File: src/rtl/core/touch_gesture_classifier_macros.svh
// Assertion macros shared by the touch gesture classifier RTL.
// Each macro expands to one labeled concurrent assertion clocked on clk, reset by rst_n.
`ifndef TOUCH_GESTURE_CLASSIFIER_MACROS_SVH
`define TOUCH_GESTURE_CLASSIFIER_MACROS_SVH

// Same-cycle implication.
`define TGC_ASSERT_NOW(lbl, ante, cons, msg) \
  lbl: assert property (@(posedge clk) disable iff (!rst_n) (ante) |-> (cons)) \
    else $error(msg);

// Next-cycle implication.
`define TGC_ASSERT_NEXT(lbl, ante, cons, msg) \
  lbl: assert property (@(posedge clk) disable iff (!rst_n) (ante) |=> (cons)) \
    else $error(msg);

`endif

File: src/rtl/core/tgc_pkg.sv
// Shared types and codes for the touch gesture classifier.
// No dependencies; used by tgc_step and touch_gesture_classifier.
package tgc_pkg;

  typedef enum logic [1:0] {
    CMD_DOWN   = 2'd0,
    CMD_MOTION = 2'd1,
    CMD_UP     = 2'd2,
    CMD_OTHER  = 2'd3
  } cmd_t;

  typedef enum logic [1:0] {
    MODE_NONE   = 2'd0,
    MODE_CLICK  = 2'd1,
    MODE_SCROLL = 2'd2
  } mode_t;

  typedef enum logic [1:0] {
    KIND_NONE   = 2'd0,
    KIND_CLICK  = 2'd1,
    KIND_SCROLL = 2'd2
  } kind_t;

  localparam logic PHASE_CHANGED = 1'b0;
  localparam logic PHASE_ENDED   = 1'b1;

  localparam int unsigned CFG_IDX_W = 3;
  localparam logic [CFG_IDX_W-1:0] CFG_STEP     = 3'd0;
  localparam logic [CFG_IDX_W-1:0] CFG_TIME     = 3'd1;
  localparam logic [CFG_IDX_W-1:0] CFG_MOVE     = 3'd2;
  localparam logic [CFG_IDX_W-1:0] CFG_ACTIVATE = 3'd3;
  localparam logic [CFG_IDX_W-1:0] CFG_RELEASE  = 3'd4;

  localparam logic [15:0] STEP_RST     = 16'd40;
  localparam logic [15:0] TIME_RST     = 16'd200;
  localparam logic [15:0] MOVE_RST     = 16'd8;
  localparam logic [15:0] ACTIVATE_RST = 16'd15;
  localparam logic [15:0] RELEASE_RST  = 16'd30;

  typedef struct packed {
    logic [15:0] step_thr;
    logic [15:0] time_thr;
    logic [15:0] move_thr;
    logic [15:0] activate_thr;
    logic [15:0] release_thr;
  } cfg_t;

  typedef struct packed {
    mode_t       mode;
    logic [15:0] start_x;
    logic [15:0] start_y;
    logic [31:0] start_time;
    logic [15:0] last_x;
    logic [15:0] last_y;
    logic        x_broken;
    logic        y_broken;
  } gest_state_t;

  typedef struct packed {
    kind_t              kind;
    logic               phase;
    logic [31:0]        event_time;
    logic [15:0]        event_x;
    logic [15:0]        event_y;
    logic signed [16:0] delta_x;
    logic signed [16:0] delta_y;
  } result_t;

endpackage

File: src/rtl/core/tgc_step.sv
// Classification step: next gesture state and result for one touch event.
// Pure combinational; depends on tgc_pkg.
module tgc_step (
  input  tgc_pkg::cmd_t        cmd,
  input  logic [15:0]          pos_x,
  input  logic [15:0]          pos_y,
  input  logic [31:0]          stamp,
  input  tgc_pkg::cfg_t        cfg,
  input  tgc_pkg::gest_state_t st,
  output tgc_pkg::gest_state_t st_nxt,
  output tgc_pkg::result_t     res
);

  logic [15:0] x_off;
  logic [15:0] y_off;
  logic [31:0] elapsed;
  logic        over;
  logic        band;
  logic        x_brk;
  logic        y_brk;
  logic        scroll_go;

  assign x_off   = (pos_x >= st.start_x) ? pos_x - st.start_x : st.start_x - pos_x;
  assign y_off   = (pos_y >= st.start_y) ? pos_y - st.start_y : st.start_y - pos_y;
  assign elapsed = stamp - st.start_time;
  assign over    = (x_off >= cfg.step_thr) || (y_off >= cfg.step_thr)
                || (elapsed >= {16'd0, cfg.time_thr});

  // diagonal band: both offsets in [move, activate) breaks both locks
  assign band  = (x_off >= cfg.move_thr) && (y_off >= cfg.move_thr)
              && (x_off < cfg.activate_thr) && (y_off < cfg.activate_thr);
  assign x_brk = st.x_broken || (x_off >= cfg.release_thr) || band;
  assign y_brk = st.y_broken || (y_off >= cfg.release_thr) || band;

  assign scroll_go = (st.mode == tgc_pkg::MODE_SCROLL)
                  || ((st.mode == tgc_pkg::MODE_CLICK) && over);

  always_comb begin
    st_nxt = st;
    res    = '0;
    unique case (cmd)
      tgc_pkg::CMD_DOWN: begin
        st_nxt.mode       = tgc_pkg::MODE_CLICK;
        st_nxt.start_x    = pos_x;
        st_nxt.start_y    = pos_y;
        st_nxt.start_time = stamp;
        st_nxt.last_x     = pos_x;
        st_nxt.last_y     = pos_y;
        st_nxt.x_broken   = 1'b0;
        st_nxt.y_broken   = 1'b0;
      end
      tgc_pkg::CMD_MOTION: begin
        if (scroll_go) begin
          st_nxt.mode     = tgc_pkg::MODE_SCROLL;
          st_nxt.x_broken = x_brk;
          st_nxt.y_broken = y_brk;
          st_nxt.last_x   = pos_x;
          st_nxt.last_y   = pos_y;
          res.kind        = tgc_pkg::KIND_SCROLL;
          res.phase       = tgc_pkg::PHASE_CHANGED;
          res.event_time  = stamp;
          res.event_x     = st.start_x;
          res.event_y     = st.start_y;
          if (x_brk || (y_off < cfg.activate_thr)) begin
            res.delta_x = $signed({1'b0, pos_x}) - $signed({1'b0, st.last_x});
          end
          if (y_brk || (x_off < cfg.activate_thr)) begin
            res.delta_y = $signed({1'b0, pos_y}) - $signed({1'b0, st.last_y});
          end
        end
      end
      tgc_pkg::CMD_UP: begin
        if (st.mode == tgc_pkg::MODE_CLICK) begin
          st_nxt.mode    = tgc_pkg::MODE_NONE;
          res.kind       = tgc_pkg::KIND_CLICK;
          res.event_time = stamp;
          res.event_x    = pos_x;
          res.event_y    = pos_y;
        end else if (st.mode == tgc_pkg::MODE_SCROLL) begin
          st_nxt.mode    = tgc_pkg::MODE_NONE;
          st_nxt.last_x  = 16'd0;
          st_nxt.last_y  = 16'd0;
          res.kind       = tgc_pkg::KIND_SCROLL;
          res.phase      = tgc_pkg::PHASE_ENDED;
          res.event_time = stamp;
          res.event_x    = st.start_x;
          res.event_y    = st.start_y;
        end
      end
      tgc_pkg::CMD_OTHER: begin
        // ignored, no event
      end
    endcase
  end

endmodule

File: src/rtl/core/touch_gesture_classifier.sv
// Touch gesture classifier top level: input register, gesture state, result register.
// Depends on tgc_pkg, tgc_step and touch_gesture_classifier_macros.svh.
//
// Takes one touch event (down, motion, up) per cycle unless out_tready stalls, and returns
// exactly one result per event: no event, click, or scroll with start point and axis-locked
// deltas. An input transfer goes to the input register, then via tgc_step to the result
// register that drives out_*. The sustained rate of one event per clock is set by the
// combinational state update in tgc_step. Backpressure on out_tready stalls the input side
// only when input and result registers both hold data. The user writes threshold registers
// through cfg_* while no event is in flight; the block itself does not enforce this.
`include "touch_gesture_classifier_macros.svh"

module touch_gesture_classifier (
  input  logic                          clk,
  input  logic                          rst_n,
  input  logic                          cfg_we,
  input  logic [tgc_pkg::CFG_IDX_W-1:0] cfg_addr,
  input  logic [15:0]                   cfg_wdata,
  input  logic                          in_tvalid,
  output logic                          in_tready,
  input  logic [63:0]                   in_tdata,  // pos_x[15:0], pos_y[31:16], stamp[63:32]
  input  logic [1:0]                    in_tuser,  // command[1:0]
  output logic                          out_tvalid,
  input  logic                          out_tready,
  // event_time[31:0], event_x[47:32], event_y[63:48], delta_x[80:64], delta_y[97:81]
  output logic [103:0]                  out_tdata,
  output logic [2:0]                    out_tuser  // kind[1:0], phase[2]
);

  tgc_pkg::cfg_t        cfg_r;
  tgc_pkg::gest_state_t state_r;
  tgc_pkg::gest_state_t state_nxt;
  tgc_pkg::result_t     res_nxt;
  tgc_pkg::result_t     res_r;

  logic          s1_valid_r;
  tgc_pkg::cmd_t s1_cmd_r;
  logic [15:0]   s1_x_r;
  logic [15:0]   s1_y_r;
  logic [31:0]   s1_t_r;
  logic          out_valid_r;

  logic out_adv;
  logic s1_move;
  logic in_xfer;

  assign out_adv   = !out_valid_r || out_tready;
  assign s1_move   = s1_valid_r && out_adv;
  assign in_tready = !s1_valid_r || out_adv;
  assign in_xfer   = in_tvalid && in_tready;

  tgc_step u_step (
    .cmd    (s1_cmd_r),
    .pos_x  (s1_x_r),
    .pos_y  (s1_y_r),
    .stamp  (s1_t_r),
    .cfg    (cfg_r),
    .st     (state_r),
    .st_nxt (state_nxt),
    .res    (res_nxt)
  );

  // control, gesture state and thresholds
  always_ff @(posedge clk) begin
    if (!rst_n) begin
      s1_valid_r           <= 1'b0;
      out_valid_r          <= 1'b0;
      state_r              <= '0;
      cfg_r.step_thr       <= tgc_pkg::STEP_RST;
      cfg_r.time_thr       <= tgc_pkg::TIME_RST;
      cfg_r.move_thr       <= tgc_pkg::MOVE_RST;
      cfg_r.activate_thr   <= tgc_pkg::ACTIVATE_RST;
      cfg_r.release_thr    <= tgc_pkg::RELEASE_RST;
    end else begin
      if (in_tready) begin
        s1_valid_r <= in_tvalid;
      end
      if (out_adv) begin
        out_valid_r <= s1_valid_r;
      end
      if (s1_move) begin
        state_r <= state_nxt;
      end
      if (cfg_we) begin
        unique case (cfg_addr)
          tgc_pkg::CFG_STEP:     cfg_r.step_thr     <= cfg_wdata;
          tgc_pkg::CFG_TIME:     cfg_r.time_thr     <= cfg_wdata;
          tgc_pkg::CFG_MOVE:     cfg_r.move_thr     <= cfg_wdata;
          tgc_pkg::CFG_ACTIVATE: cfg_r.activate_thr <= cfg_wdata;
          tgc_pkg::CFG_RELEASE:  cfg_r.release_thr  <= cfg_wdata;
          default: ;  // drop writes beyond the register list
        endcase
      end
    end
  end

  // payload: hold while stalled
  always_ff @(posedge clk) begin
    if (in_xfer) begin
      s1_cmd_r <= tgc_pkg::cmd_t'(in_tuser);
      s1_x_r   <= in_tdata[15:0];
      s1_y_r   <= in_tdata[31:16];
      s1_t_r   <= in_tdata[63:32];
    end
    if (s1_move) begin
      res_r <= res_nxt;
    end
  end

  assign out_tvalid = out_valid_r;
  assign out_tuser  = {res_r.phase, res_r.kind};
  assign out_tdata  = {6'd0, res_r.delta_y, res_r.delta_x, res_r.event_y, res_r.event_x,
                       res_r.event_time};

  `TGC_ASSERT_NOW(a_none_is_zero,
    out_valid_r && (res_r.kind == tgc_pkg::KIND_NONE),
    (res_r.phase == tgc_pkg::PHASE_CHANGED) && (out_tdata == '0),
    "no-event result carries data")
  `TGC_ASSERT_NOW(a_click_no_delta,
    out_valid_r && (res_r.kind == tgc_pkg::KIND_CLICK),
    (res_r.phase == tgc_pkg::PHASE_CHANGED) && (res_r.delta_x == '0)
      && (res_r.delta_y == '0),
    "click result has deltas or phase")
  `TGC_ASSERT_NEXT(a_down_enters_click,
    s1_move && (s1_cmd_r == tgc_pkg::CMD_DOWN),
    (state_r.mode == tgc_pkg::MODE_CLICK) && !state_r.x_broken && !state_r.y_broken,
    "down did not restart gesture")
  `TGC_ASSERT_NEXT(a_end_clears_last,
    s1_move && (res_nxt.phase == tgc_pkg::PHASE_ENDED),
    (state_r.mode == tgc_pkg::MODE_NONE) && (state_r.last_x == '0)
      && (state_r.last_y == '0),
    "scroll end left state behind")
  `TGC_ASSERT_NEXT(a_result_follows, s1_move, out_valid_r,
    "moved item lost before result register")

endmodule
File: config.mk
export PLATFORM = sky130hd
export DESIGN_NAME = touch_gesture_classifier
export DESIGN_NICKNAME = d
export VERILOG_FILES = /design/src/rtl/core/tgc_pkg.sv /design/src/rtl/core/tgc_step.sv /design/src/rtl/core/touch_gesture_classifier.sv
export VERILOG_INCLUDE_DIRS = /design/src /design/src/rtl/core
export SDC_FILE = /design/constraint.sdc
export NUM_CORES = 1
export LEC_CHECK = 0
export BUFFER_PORTS_ARGS = -buffer_cell sky130_fd_sc_hd__buf_2
export CORE_ASPECT_RATIO = 1.5
export CORE_MARGIN = 2
export CORE_UTILIZATION = 66
export DETAILED_ROUTE_END_ITERATION = 7
export PLACE_DENSITY = 0.88
export SLEW_MARGIN = 5
export SYNTH_ARGS = -nofsm -noshare
export SYNTH_HDL_FRONTEND = slang
export SYNTH_SLANG_ARGS = --single-unit
File: constraint.sdc
create_clock -name clk -period 10.1 [get_ports clk]
set_clock_uncertainty 0.05 [all_clocks]
set_input_delay 2.02 -clock clk [delete_from_list [all_inputs] [get_ports clk]]
set_output_delay 2.02 -clock clk [all_outputs]
set_load 0.02 [all_outputs]
; Yosys cells after proc, flatten, opt, wreduce, memory -nomap -nowiden
; Index checks and enable logic that the tools add are counted.
[word_totals]
out_inout_bits = 109
elab_cells = 109
inputBits = 90
regBits = 349
[op_classes]
n_addsub = 7
n_reduce_logical = 34
eq_ne = 12
muxes = 19
magnitude_cmp = 11
[ops]
columns = cell, count
row1 = 67-bit case mux with 2 select lines, 1
row2 = 16-bit >= comparator, 8
row3 = 101-bit two-way mux, 1
row4 = 32-bit case mux with 3 select lines, 1
row5 = 67-bit two-way mux, 1
row6 = 32-bit two-way mux, 2
row7 = 64-bit two-way mux, 1
row8 = 16-bit subtractor, 4
row9 = 17-bit two-way mux, 2
row10 = 34-bit two-way mux, 1
row11 = 16-bit by 16-bit subtractor with 17-bit output, 2
row12 = 32-bit by 16-bit >= comparator with 1-bit output, 1
row13 = 16-bit less-than comparator, 2
row14 = 16-bit two-way mux, 2
row15 = 32-bit subtractor, 1
row16 = 2-bit AND reduction, 6
row17 = 1-bit logical OR, 11
row18 = 3-bit AND reduction, 3
row19 = 2-bit two-way mux, 4
row20 = 3-bit by 2-bit equality test with 1-bit output (second input constant), 2
row21 = 1-bit logical AND, 6
row22 = 2-bit case mux with 3 select lines, 1
row23 = 5-bit AND reduction, 1
row24 = 2-bit by 1-bit equality test with 1-bit output (second input constant), 2
row25 = other kinds (14), 17

; Logic depth before layout (Yosys ltp)
[logic_depth]
ltp_word = 11
ltp_mapped = 30
ltp_nobuf = 27

; Cells and area by module
; A second synthesis with hierarchy kept.
[unflattened]
cells_unflattened = 2540
area_unflattened_um2 = 23299.8
[by_module_without_submodules]
columns = mod, cells_each, area_each_um2, n_inst, seq_area_each_um2
row1 = touch_gesture_classifier, 902, 11745.0, 1, 8658.3
row2 = tgc_step, 1638, 11554.8, 1, 0.0

; Worst setup path before layout
; Ideal clock, no wire load.
[synth_path]
path_type = reg-to-reg
startpoint = register s1_y_r[0]
endpoint = register res_r (netlist bit out_tdata[49]), data pin
period_less_slack_ps = 6049
path_buffers = 3
t_arrival_ps = 5742
setup_time_ps = 256
stages_incl_launch_ff = 28
slack_ps = 4051
required_ps = 9794
path_cell_list = edfxtp_1 > inv_1 > ha_1 > inv_1 > fa_1 > a21o_1 > a211oi_1 > nor2_1 > o41ai_1 > a21oi_1 > o211ai_1 > a21oi_1 > buf_1 > buf_1 > a31oi_1 > xor2_1 > ha_1 > and3_1 > a221o_1 > nor3_1 > nand4_1 > or4b_1 > nor4_2 > nand4_1 > o211ai_2 > a21boi_2 > buf_6 > a22o_1
[synth_rtl]
columns = element, line_no
row1 = from (decl), touch_gesture_classifier.sv:39  ; logic [15:0] s1_y_r;
row2 = from (signal assigned), touch_gesture_classifier.sv:102  ; s1_y_r <= in_tdata[31:16];
row3 = to (signal assigned), touch_gesture_classifier.sv:106  ; res_r <= res_nxt;
row4 = to (decl), touch_gesture_classifier.sv:34  ; tgc_pkg::result_t res_r;

; Worst setup path after layout
[layout_path]
startpoint = register s1_x_r[0]
endpoint = register res_r (netlist bit out_tdata[96]), data pin
[layout_via]
elab_chain_len = 9
elab_cells_between_ends = 17
classes_between = add/sub: 2 / order compare: 4 / mux: 1 / reduce/logical: 10
[layout_lines]
columns = element, line_no
row1 = from (decl), touch_gesture_classifier.sv:38  ; logic [15:0] s1_x_r;
row2 = from (signal assigned), touch_gesture_classifier.sv:101  ; s1_x_r <= in_tdata[15:0];
row3 = 16-bit subtractor or 16-bit >= comparator (tied branches), tgc_step.sv:23  ; assign x_off = (pos_x >= st.start_x) ? pos_x - st.start_x : st.start_x - pos_x;
row4 = 16-bit two-way mux *, tgc_step.sv:23
row5 = 16-bit >= comparator, tgc_step.sv:30  ; assign band = (x_off >= cfg.move_thr) && (y_off >= cfg.move_thr)
row6 = 1-bit logical AND, tgc_step.sv:30
row7 = 1-bit logical AND (2 in series), tgc_step.sv:31  ; && (x_off < cfg.activate_thr) && (y_off < cfg.activate_thr);
row8 = 1-bit logical OR, tgc_step.sv:33  ; assign y_brk = st.y_broken || (y_off >= cfg.release_thr) || band;
row9 = 1-bit logical OR, tgc_step.sv:67  ; if (y_brk || (x_off < cfg.activate_thr)) begin
row10 = 3-bit AND reduction (no source line) *, --
; Mark *: on every way between the ends. The rest lies on a longest branch, timed or not.
; A chain may end at the register's enable or synchronous reset.

==> metrics <==
status complete, no violations; # Max-Cap Violations 0; most frequently used flop master after synthesis sky130_fd_sc_hd__dfxtp_1; ANT nets after route 0; CTS tree built; worst slack, placed 2.547 ns; Gate Count Post-Synth around 2500; Max stage delay cell, worst path sky130_fd_sc_hd__o41a_1; total number of clock tree sinks ~350; count of hold-fix buffers inserted at cts 0; Critical Path End Type register; critical-path maximum fanout 21; placed cell areas approximately 24000 um^2; Total GRT Usage approximately a third; number of warnings printed during yosys synthesis 0; final total negative setup slack 0 ns; number of global-route vias before repair a little under 20000; post-placement cell count 2986; number of cells in the finished layout apart from fillers about 3000; Synth cell types 83; share of layout cells above drive strength 1 11.14%; mapped cell area 22550 um^2; average size of a mapped cell 9.154 um^2; power density over cell area approximately 150 nW/um^2; DRC errors left 0; starting utilization of the core area between 60% and 70%; wire length of the first global-routing pass slightly below 100000 um; Max-slew headroom 22.07%; Filler Cells Inserted 2381; finished layout cell area 24920 um^2; vias after detailed routing between 15000 and 20000; number of buffers added by the clock tree synthesis step 35; insertion delay to the later sink of the worst-skew pair 0.54 ns; number of register bits inferred by synthesis between 300 and 400; leakage about 10 nW; growth of design area from synthesis to finish 10.52%; Slew Viols, Final 0; Hold/Removal Path Class reg -> reg; H-tree Lvls 2; final period utilization 75.78%; final worst-path setup slack approximately 2.4 ns; Routed Wire Length 61520 um; largest net degree at the start of global routing 100; row cnt 82; Layout Utilization between 70% and 80%; total global routing overflow 0; count of flip-flops with a built-in enable after synthesis around 170; WP data required roughly 10 ns; average vias per placed instance roughly 6.2; final setup violation count 0; Post CTS Setup Buffer Count 0; overall die width roughly 150 um; hold violation count in the final report 0; area of the core roughly 34000 um^2; CP bufs+invs 2; height of the die 230.4 um; detailed-route wire length per cell approximately 20 um; Root Driver sky130_fd_sc_hd__clkbuf_16; fin nets slightly below 3000; die area 35690 um^2; largest delay contributor family on the critical path compound AO/OA/AOI/OAI gates; achievable frequency approximately 130 MHz; sequential cell area fraction in the yosys report between 30% and 40%; final weighted congestion in routability-driven placement ~0.96; HPWL after detailed placement 45480 um; clock transition at the registers of the reported paths around 0.060 ns; initial drt markers 1199; final critical path time including I/O delays and setup around 7.7 ns; Port-buffer cells around 190; transition time at the pin with the least slew margin around 1.2 ns; unrepaired setup endpoints after global routing no; total I/O pin count 199; tightest hold margin between 0.4 and 0.5 ns; Crit Path Category reg -> reg; total power of the final layout 3.762 mW; antenna violations before repair 1; category of the worst setup path launch point register; cell seen most often among critical-path stages sky130_fd_sc_hd__a21oi_1; share of async-settable or async-resettable flops after synthesis 0%; worst-case vdd ir drop around 0.19 mV; number of optimization iterations in the first detailed-route pass 5; critical path data arrival time about 7.9 ns; count of cells resized by post-cts repair 0; number of buffers on the longest clock path 3; longest individual stage delay on the worst path 0.82 ns
-- synth_stat cells (all sizes together), types with 3 or more instances --
master	count	area, um^2
a2111oi	7	86.33
a211o	3	26.28
a211oi	23	177.7
a21boi	144	1085
a21o	66	495.5
a21oi	131	663.1
a221oi	4	35.03
a22o	32	280.3
a311oi	7	61.31
a31oi	10	62.56
and2	41	256.5
and3	6	37.54
and4	6	52.55
buf	25	166.4
clkbuf	82	309.0
dfxtp	182	3643
edfxtp	167	5015
fa	7	140.1
ha	271	3391
inv	231	867.1
mux2	4	45.04
mux2i	55	550.5
nand2	382	1436
nand2b	23	143.9
nand3	25	125.1
nand3b	36	270.3
nand4	21	137.6
nor2	92	345.3
nor2b	22	137.6
nor3	43	215.2
nor4	6	65.06
o2111ai	13	113.9
o211ai	30	230.2
o21a	35	262.8
o21ai	94	470.5
o21bai	16	123.9
o22ai	5	31.28
o31a	4	35.03
o31ai	7	52.55
o32ai	3	26.28
o41ai	4	42.55
or2	6	37.54
or3	7	43.79
xnor2	30	262.8
xor2	29	254.0
-- final timing paths --
check | start | endpoint | slack [ns] | cells after the start
worst max-delay path | s1_x_r[0] | out_tdata[96] | 2.45 | 25
worst min-delay path | state_r[11] | state_r[11] | 0.41 | 2
worst max register to register | s1_x_r[0] | out_tdata[96] | 2.45 | 25
worst min register to register | state_r[11] | state_r[11] | 0.41 | 2
-- state kept, by name, summed over array words and instances, names as in the netlist, 2 cells and up --
register and flops:
s1_x_r 16, s1_y_r 16, s1_t_r 32, s1_cmd_r 2
cfg_r 80, out_tuser 3, out_tdata 98, state_r 100
-- layout make-up --
class                           instances  area, um^2  area share [%]
Antenna cell                            1       2.502         0.01004
Clock buffer                           48        1061           4.258
Clock inverter                         15       165.2          0.6628
Inverter                              231       869.6           3.490
Multi-Input combinational cell       1781       12580           50.47
Sequential cell                       349        8658           34.75
Tap cell                              420       525.5           2.109
Timing Repair Buffer                  205        1061           4.258
-- worst register-to-register path: cells and delay by family (launching register included) --
family,cells,cell delay (ns)
adders and majority gates,3,0.77
xor gates and xnor gates,1,0.59
DFF,1,0.43
and+or+nand+nor,7,1.89
AOI/OAI and AO/OA,11,3.25
buffers and inverters,2,0.18
muxes,1,0.23
-- cells in the final DEF, fill, tap and decap left out, types with 14 or more instances in the layout --
cell type | Yosys | layout
sky130_fd_sc_hd__nand3_1 | 25 | 25
sky130_fd_sc_hd__o21a_1 | 35 | 35
sky130_fd_sc_hd__nand3b_1 | 36 | 36
sky130_fd_sc_hd__and2_1 | 41 | 40
sky130_fd_sc_hd__o21ai_0 | 93 | 93
sky130_fd_sc_hd__xnor2_1 | 30 | 30
sky130_fd_sc_hd__nor3_1 | 43 | 43
sky130_fd_sc_hd__o211ai_1 | 29 | 29
sky130_fd_sc_hd__xor2_1 | 29 | 29
sky130_fd_sc_hd__nand2b_1 | 23 | 23
sky130_fd_sc_hd__a21boi_0 | 142 | 142
sky130_fd_sc_hd__clkbuf_16 | 0 | 40
sky130_fd_sc_hd__a21o_1 | 66 | 66
sky130_fd_sc_hd__a21oi_1 | 129 | 129
sky130_fd_sc_hd__nor2b_1 | 22 | 22
sky130_fd_sc_hd__mux2i_1 | 55 | 55
sky130_fd_sc_hd__o21bai_1 | 15 | 15
sky130_fd_sc_hd__buf_4 | 11 | 14
sky130_fd_sc_hd__inv_1 | 231 | 230
sky130_fd_sc_hd__a22o_1 | 32 | 32
sky130_fd_sc_hd__nand2_1 | 381 | 380
sky130_fd_sc_hd__ha_1 | 271 | 271
sky130_fd_sc_hd__dfxtp_1 | 182 | 182
sky130_fd_sc_hd__nor2_1 | 92 | 91
sky130_fd_sc_hd__buf_2 | 7 | 191
sky130_fd_sc_hd__edfxtp_1 | 167 | 167
sky130_fd_sc_hd__a211oi_1 | 22 | 22
sky130_fd_sc_hd__nand4_1 | 20 | 20
-- routing by layer --
| metal | vias up | global-route usage [%] | share of wire, % | wire, um |
|---|---|---|---|---|
| li1 | 8956 | - | - | - |
| met1 | 9022 | 35.83 | 37 | 22510 |
| met2 | 635 | 66.21 | 54 | 33400 |
| met3 | 170 | 4.055 | 4.5 | 2797 |
| met4 | 0 | 16.20 | 4.6 | 2820 |
| met5 | - | 0 | 0 | 0 |
-- power by group --
part | internal (mW) | leakage (nW) | switching, mW | total (mW)
Sequential | 1.53 | 3.14 | 0.0365 | 1.57
Clock | 0.819 | 0.607 | 0.571 | 1.39
Combinational | 0.308 | 6.53 | 0.498 | 0.806
Total | 2.66 | 10.3 | 1.11 | 3.76
-- kinds of logic (layout without fill, tap and decap cells) --
kind of cell    Yosys count  after routing  share of synthesized area [%]
mux                      59             59                          2.642
flops                   349            349                          38.40
compound gates          653            653                          19.99
simple gates            726            726                          15.04
xor+xnor                 59             59                          2.292
fa+ha+maj               278            278                          15.66
buf+inv                 338            499                          5.954
other cells               1              7                        0.01663
Power figures use the tool's default switching activity.
